**src/sv/gte_pkg.sv**
```systemverilog
// ----------------------------------------------------------------------------
// gte_pkg: shared types and constants for the glob trigram extractor
// Parse mode codes, pattern metacharacters and the per-byte step record.
// ----------------------------------------------------------------------------
package gte_pkg;

  typedef enum logic [2:0] {
    MODE_NORMAL,
    MODE_ESCAPE,
    MODE_CLASS_OPEN,
    MODE_CLASS_BANG,
    MODE_CLASS_BODY
  } gte_mode_t;

  localparam logic [7:0] CH_STAR      = 8'h2A;
  localparam logic [7:0] CH_QUEST     = 8'h3F;
  localparam logic [7:0] CH_LBRACKET  = 8'h5B;
  localparam logic [7:0] CH_BANG      = 8'h21;
  localparam logic [7:0] CH_RBRACKET  = 8'h5D;
  localparam logic [7:0] CH_BACKSLASH = 8'h5C;

  // Parser state after one byte, plus what that byte yields.
  typedef struct packed {
    gte_mode_t   mode;
    logic [7:0]  win0;
    logic [7:0]  win1;
    logic [1:0]  count;
    logic [23:0] tri_val;
    logic        got;
    logic        last;
    logic        emit;
  } gte_step_t;

endpackage

```
**src/sv/glob_trigram_extractor.sv**
```systemverilog
// ----------------------------------------------------------------------------
// glob_trigram_extractor: trigram extraction from a glob search pattern
// Takes one pattern byte per transfer and delivers each completed literal
// trigram, plus a final result flagged pattern_done at the end of a pattern.
// ----------------------------------------------------------------------------
// A result is registered and valid in the cycle after the byte that causes it.
// Throughput: one byte per cycle; the parser state update is a single short
// combinational step between the state registers and the result register.
// A byte is held back only while a result waits and the sink stalls.
// Reset (rst, synchronous): normal mode, empty window, no result pending.
module glob_trigram_extractor (
  input  logic        clk,
  input  logic        rst,
  // pattern byte channel
  input  logic        pattern_valid,
  output logic        pattern_stall,
  input  logic [7:0]  pattern_byte,
  input  logic        end_of_pattern,
  // result channel
  output logic        result_valid,
  input  logic        result_stall,
  output logic [23:0] trigram,
  output logic        has_trigram,
  output logic        pattern_done
);
  import gte_pkg::*;

  // Parser state: current mode and the two most recent literals.
  gte_mode_t  mode;
  logic [7:0] win0;
  logic [7:0] win1;
  logic [1:0] window_count;

  gte_step_t  step;
  logic       pattern_accept;

  // Hold the input only when the result register is full and not drained.
  assign pattern_stall  = result_valid & result_stall;
  assign pattern_accept = pattern_valid & ~pattern_stall;

  gte_parse u_parse (
    .mode           (mode),
    .win0           (win0),
    .win1           (win1),
    .count          (window_count),
    .pattern_byte   (pattern_byte),
    .end_of_pattern (end_of_pattern),
    .step           (step)
  );

  // Advance the parser state on every accepted byte.
  always_ff @(posedge clk) begin
    if (rst) begin
      mode         <= MODE_NORMAL;
      win0         <= '0;
      win1         <= '0;
      window_count <= '0;
    end else if (pattern_accept) begin
      mode         <= step.mode;
      win0         <= step.win0;
      win1         <= step.win1;
      window_count <= step.count;
    end
  end

  // Result register: load when a byte yields a result, drop the valid once
  // the sink takes it. A byte yielding nothing leaves the register alone
  // unless its previous contents have just been transferred.
  always_ff @(posedge clk) begin
    if (rst) begin
      result_valid <= 1'b0;
    end else if (pattern_accept && step.emit) begin
      result_valid <= 1'b1;
    end else if (!result_stall) begin
      result_valid <= 1'b0;
    end
  end

  always_ff @(posedge clk) begin
    if (pattern_accept && step.emit) begin
      trigram      <= step.got ? step.tri_val : 24'd0;
      has_trigram  <= step.got;
      pattern_done <= step.last;
    end
  end

`ifndef NO_ASSERTIONS
  // The window never claims more than two pending literals.
  a_count_range: assert property (@(posedge clk) disable iff (rst)
    window_count != 2'd3)
    else $error("window count out of range");

  // A final byte leaves the parser in its reset state.
  a_final_clears: assert property (@(posedge clk) disable iff (rst)
    pattern_accept && end_of_pattern |=>
      mode == MODE_NORMAL && window_count == 2'd0 && win0 == 8'd0 && win1 == 8'd0)
    else $error("state not cleared after final byte");

  // A final byte always produces a pattern_done result.
  a_final_result: assert property (@(posedge clk) disable iff (rst)
    pattern_accept && end_of_pattern |=> result_valid && pattern_done)
    else $error("final byte gave no pattern_done result");

  // A result without a trigram is only ever the end-of-pattern marker.
  a_empty_result: assert property (@(posedge clk) disable iff (rst)
    result_valid && !has_trigram |-> pattern_done && trigram == 24'd0)
    else $error("empty result without pattern_done");
`endif

endmodule

```
**src/sv/gte_parse.sv**
```systemverilog
// ----------------------------------------------------------------------------
// gte_parse: next-state logic for one pattern byte
// Mode update, literal window shift and trigram assembly, all combinational.
// ----------------------------------------------------------------------------
module gte_parse (
  input  gte_pkg::gte_mode_t mode,
  input  logic [7:0]         win0,
  input  logic [7:0]         win1,
  input  logic [1:0]         count,
  input  logic [7:0]         pattern_byte,
  input  logic               end_of_pattern,
  output gte_pkg::gte_step_t step
);
  import gte_pkg::*;

  logic push;
  logic clear;

  always_comb begin
    step         = '0;
    step.mode    = mode;
    step.win0    = win0;
    step.win1    = win1;
    step.count   = count;
    push         = 1'b0;
    clear        = 1'b0;

    case (mode)
      MODE_ESCAPE: begin
        step.mode = MODE_NORMAL;
        push      = 1'b1;
      end
      MODE_CLASS_OPEN: begin
        step.mode = (pattern_byte == CH_BANG) ? MODE_CLASS_BANG : MODE_CLASS_BODY;
      end
      MODE_CLASS_BANG: begin
        step.mode = MODE_CLASS_BODY;
      end
      MODE_CLASS_BODY: begin
        if (pattern_byte == CH_RBRACKET) begin
          step.mode = MODE_NORMAL;
          clear     = 1'b1;
        end
      end
      default: begin
        step.mode = MODE_NORMAL;
        if (pattern_byte == CH_BACKSLASH) begin
          step.mode = MODE_ESCAPE;
        end else if (pattern_byte inside {CH_STAR, CH_QUEST}) begin
          clear = 1'b1;
        end else if (pattern_byte == CH_LBRACKET) begin
          step.mode = MODE_CLASS_OPEN;
        end else begin
          push = 1'b1;
        end
      end
    endcase

    if (clear) begin
      step.win0  = '0;
      step.win1  = '0;
      step.count = '0;
    end

    // Shift the literal in; a full window completes a trigram.
    if (push) begin
      if (count[1]) begin
        step.tri_val = {pattern_byte, win1, win0};
        step.got     = 1'b1;
        step.win0    = win1;
        step.win1    = pattern_byte;
        step.count   = 2'd2;
      end else begin
        if (count[0]) begin
          step.win1 = pattern_byte;
        end else begin
          step.win0 = pattern_byte;
        end
        step.count = count + 2'd1;
      end
    end

    // Final byte: start afresh for the next pattern.
    if (end_of_pattern) begin
      step.mode  = MODE_NORMAL;
      step.win0  = '0;
      step.win1  = '0;
      step.count = '0;
    end

    step.last = end_of_pattern;
    step.emit = step.got | end_of_pattern;
  end

endmodule
```
**config.mk**
```make
export PLATFORM = sky130hd
export DESIGN_NAME = glob_trigram_extractor
export DESIGN_NICKNAME = d
export VERILOG_FILES = /design/src/sv/gte_pkg.sv /design/src/sv/glob_trigram_extractor.sv /design/src/sv/gte_parse.sv
export SDC_FILE = /design/constraint.sdc
export NUM_CORES = 1
export LEC_CHECK = 0
export ABC_AREA = 0
export BUFFER_PORTS_ARGS = -buffer_cell sky130_fd_sc_hd__clkbuf_2
export CORE_MARGIN = 2
export CORE_UTILIZATION = 46
export CTS_BUF_LIST = sky130_fd_sc_hd__clkbuf_8
export CTS_CLUSTER_SIZE = 10
export DETAILED_ROUTE_END_ITERATION = 6
export HOLD_SLACK_MARGIN = 0.02
export PLACE_DENSITY = 0.77
export SYNTH_ARGS = -nofsm -noshare
export SYNTH_HDL_FRONTEND = slang
export SYNTH_HIERARCHICAL = 1
export SYNTH_SLANG_ARGS = --single-unit
```
**constraint.sdc**
```tcl
create_clock -name clk -period 2.9 [get_ports clk]
set_input_delay 0.29 -clock clk [delete_from_list [all_inputs] [get_ports clk]]
set_output_delay 0.29 -clock clk [all_outputs]
set_load 0.01 [all_outputs]
```
==> impl_metrics.py <==
metrics = {
    "run_status": {
        "status": "complete, no violations",
    },
    "place": {
        "place.port_buffers": 40,
        "hpwlAfterDp_um": 4180,
        "gp_congestion": 0.837,
    },
    "sta": {
        "maximum_clock_frequency_mhz": 401,
        "layout_min_cycle_time_ns": 2.49,
        "grt_setup_unrepaired": "no",
        "report.final.slew_viol_count": 0,
        "headroom_to_the_max_slew_limit_pct": 22.3,
        "tightest_slew_ns": 1.16,
        "setup_violation_total_in_the_final_timing_report": 0,
        "share_of_the_clock_period_used_by_the_worst_path_after_layout_pct": 86.0,
        "timing.final.hold_violations": 0,
        "finClkSkew_ns": 0.00679,
        "final.setup.tns_ns": 0,
    },
    "setup_path": {
        "cp_cell_sequence": "nor2_1, and4_1, a211oi_2, o211ai_1, a221oi_2, nand2b_1, mux2i_1",
        "startpoint_type": "register",
        "worst-path-max-fanout": 18,
        "ff2ff_setup_slack_ns": 0.41,
        "timing.critical_path.buf_inv": 0,
        "crit_family": "compound AO/OA/AOI/OAI gates",
        "setup.worst_path.end_class": "register",
        "crit_type": "reg -> reg",
        "critical_path.slowest_cell": "sky130_fd_sc_hd__a211oi_2",
        "required_time_of_the_critical_path_ns": 3.14,
        "critical-path-max-stage-delay_ns": 0.95,
        "timing.critical_path.arrival_ns": 2.73,
    },
    "die": {
        "start_util_pct": 48.3,
        "io-pin-count": 41,
        "fp-row-count": 28,
        "dieWidth_um": 83.3,
        "coreArea_um2": 5990,
        "chipHeight_um": 83.3,
        "die_area_um2": 6940,
    },
    "cts": {
        "clk_root_buffer_cell": "sky130_fd_sc_hd__clkbuf_8",
        "cts_buffer_depth": 2,
        "worstSkewPairLatency_ns": 0.31,
        "clock_tree_from_tritoncts": "yes",
        "holdBufCountCts": 0,
        "cts.reportedPaths.clkPinSlew_ns": 0.10,
        "cts_buffer_count": 5,
        "h_tree_levels": 2,
        "clock_sinks": 48,
    },
    "synthesis": {
        "synthCells": 298,
        "number_of_distinct_standard_cells_referenced_by_the_synthesized_netlist": 45,
        "synth_area_leader_cell": "sky130_fd_sc_hd__edfxtp_1",
        "ys_warn_count": 6,
        "synth.cells.most_frequent": "sky130_fd_sc_hd__nand2b_1, sky130_fd_sc_hd__edfxtp_1, sky130_fd_sc_hd__and2_1",
        "synth.net_count": 311,
        "ffs_latches_synth": 48,
        "synth_cell_area_um2": 2890,
        "synth_most_common_cell": "sky130_fd_sc_hd__nand2b_1",
        "synthTopCellsByArea": "sky130_fd_sc_hd__edfxtp_1, sky130_fd_sc_hd__dfxtp_1, sky130_fd_sc_hd__nand2b_1",
        "postSynth.topFlopCell": "sky130_fd_sc_hd__edfxtp_1",
        "synthDominantCellAreaShare_pct": 27.0,
        "share_of_flip_flops_with_an_asynchronous_set_or_reset_pct": 0,
        "yosysSeqAreaShare_pct": 42.2,
        "synthesis.area_per_instance_um2": 9.71,
        "synth_edf_count": 26,
    },
    "routing": {
        "routed-via-count": 2351,
        "antenna_violating_nets_post_route": 0,
        "avgRoutedWirePerCell_um": 16.3,
        "post_drt_via_cell_ratio": 5.89,
        "post_route_drc_violation_count": 0,
        "totalWireLength_um": 6500,
        "dr.pass1.iters": 5,
        "first_iter_violations": 279,
    },
    "final_layout": {
        "finalCoreUtilization_pct": 53.9,
        "final_net_count": 336,
        "antenna_cells": 0,
        "layout-drive-gt1-share_pct": 18.8,
        "area.growth.synth_to_final_pct": 11.5,
    },
    "flow_run": {
        "cap_viol_max_count": 0,
    },
    "global_routing": {
        "first_global_vias": 2226,
        "globalRoute.totalOverflow": 0,
        "pin_count_of_the_biggest_net_entering_global_routing": 48,
        "grt_first_pass_wirelength_um": 11100,
        "antenna_found_initial": 0,
        "track_usage_pct": 19.1,
    },
    "pwr": {
        "total_leakage_power_nw": 1.25,
        "irDropWorstVdd_v": 0.000270,
        "power_density_nw_per_um2": 451,
    },
    "min_path": {
        "tightest_hold_check_type": "in -> reg",
    },
}
metrics by stage:
| stage | total power [mW] | area, µm² | worst slack, ns | std cells | hold WS (ns) |
|---|---|---|---|---|---|
| after floorplan | 0.892 | 2900 | 0.362 | 298 | 0.447 |
| after global placement | 0.940 | 3100 | 0.256 | 391 | 0.478 |
| after detailed placement | 0.944 | 3100 | 0.104 | 391 | 0.481 |
| after CTS | 1.47 | 3220 | 0.0837 | 399 | 0.282 |
| after global routing | 1.52 | 3230 | 0.184 | 399 | 0.322 |
| final | 1.46 | 3230 | 0.407 | 399 | 0.286 |
sequential cells by signal (all words and copies together) (netlist names):
register      flops
has_trigram       1
window_count      2
win1              8
trigram          24
pattern_done      1
result_valid      1
win0              8
mode              3
layout by cell type, fill, tap and decap left out, types with 2 or more instances in the layout:
cell type and count:
sky130_fd_sc_hd__a211oi_1 7, sky130_fd_sc_hd__a211oi_2 2, sky130_fd_sc_hd__a21oi_1 12, sky130_fd_sc_hd__a32oi_1 6, sky130_fd_sc_hd__and2_1 25, sky130_fd_sc_hd__and3_1 24
sky130_fd_sc_hd__buf_4 4, sky130_fd_sc_hd__clkbuf_2 40, sky130_fd_sc_hd__clkbuf_8 6, sky130_fd_sc_hd__dfxtp_1 22, sky130_fd_sc_hd__edfxtp_1 26, sky130_fd_sc_hd__inv_1 3
sky130_fd_sc_hd__mux2i_1 21, sky130_fd_sc_hd__nand2_1 5, sky130_fd_sc_hd__nand2b_1 55, sky130_fd_sc_hd__nand3_1 11, sky130_fd_sc_hd__nand3b_1 2, sky130_fd_sc_hd__nor2_1 4
sky130_fd_sc_hd__nor2b_1 2, sky130_fd_sc_hd__o211ai_1 10, sky130_fd_sc_hd__o21ai_0 3, sky130_fd_sc_hd__o31ai_1 6, sky130_fd_sc_hd__or3_1 2, sky130_fd_sc_hd__or3b_1 2
sky130_fd_sc_hd__or4_1 2
layout make-up:
cell class                 instances  area [µm²]
tap                               75        93.8
sequential                        48        1220
fill                             543        2760
clock inverter                     2        38.8
clock buffer                       6        82.6
multi-input combinational        221        1550
inverter                           3        11.3
timing repair buffer              44         230
cell families after synthesis:
kind of cell | after synthesis | synth area share [%]
compound gates | 54 | 14.3
xor+xnor | 1 | 0.303
buf+inv | 29 | 4.97
flops | 48 | 42.2
mux | 21 | 7.27
simple gates | 145 | 31.0
worst paths after layout:
kind,start,end,cells after the start
setup / recovery,mode[1],win0[3],7
hold / removal,result_stall,result_valid,3
setup reg to reg,mode[1],win0[3],7
hold reg to reg,win0[6],win0[6],2
per-layer routing:
metal  global-route usage (%)  share of wire, %  vias to the layer above
li1                         -                 -                     1130
met1                     27.2                45                     1107
met2                     29.2                47                      103
met3                     3.18               6.8                       11
met4                     7.30               1.2                        0
met5                        0                 0                        -
report_power, final:
part / switching (mW) / internal (mW) / total, mW
sequential: 0.0184 / 0.737 / 0.755
combinational: 0.102 / 0.0728 / 0.175
clock: 0.243 / 0.282 / 0.525
total: 0.364 / 1.09 / 1.46
worst reg2reg max path, cell delays in order, from the launching register on:
cell and delay, ns:
sky130_fd_sc_hd__dfxtp_1 0.43, sky130_fd_sc_hd__nor2_1 0.11, sky130_fd_sc_hd__and4_1 0.20, sky130_fd_sc_hd__a211oi_2 0.95, sky130_fd_sc_hd__o211ai_1 0.24, sky130_fd_sc_hd__a221oi_2 0.30
sky130_fd_sc_hd__nand2b_1 0.08, sky130_fd_sc_hd__mux2i_1 0.12
repair_timing:
item | 4_1_cts | 5_1_grt
buffers inserted | 0 | 0
endpoints found under the setup margin | 0 | 26
gates resized for setup | 0 | 1
Power figures use the tool's default switching activity.
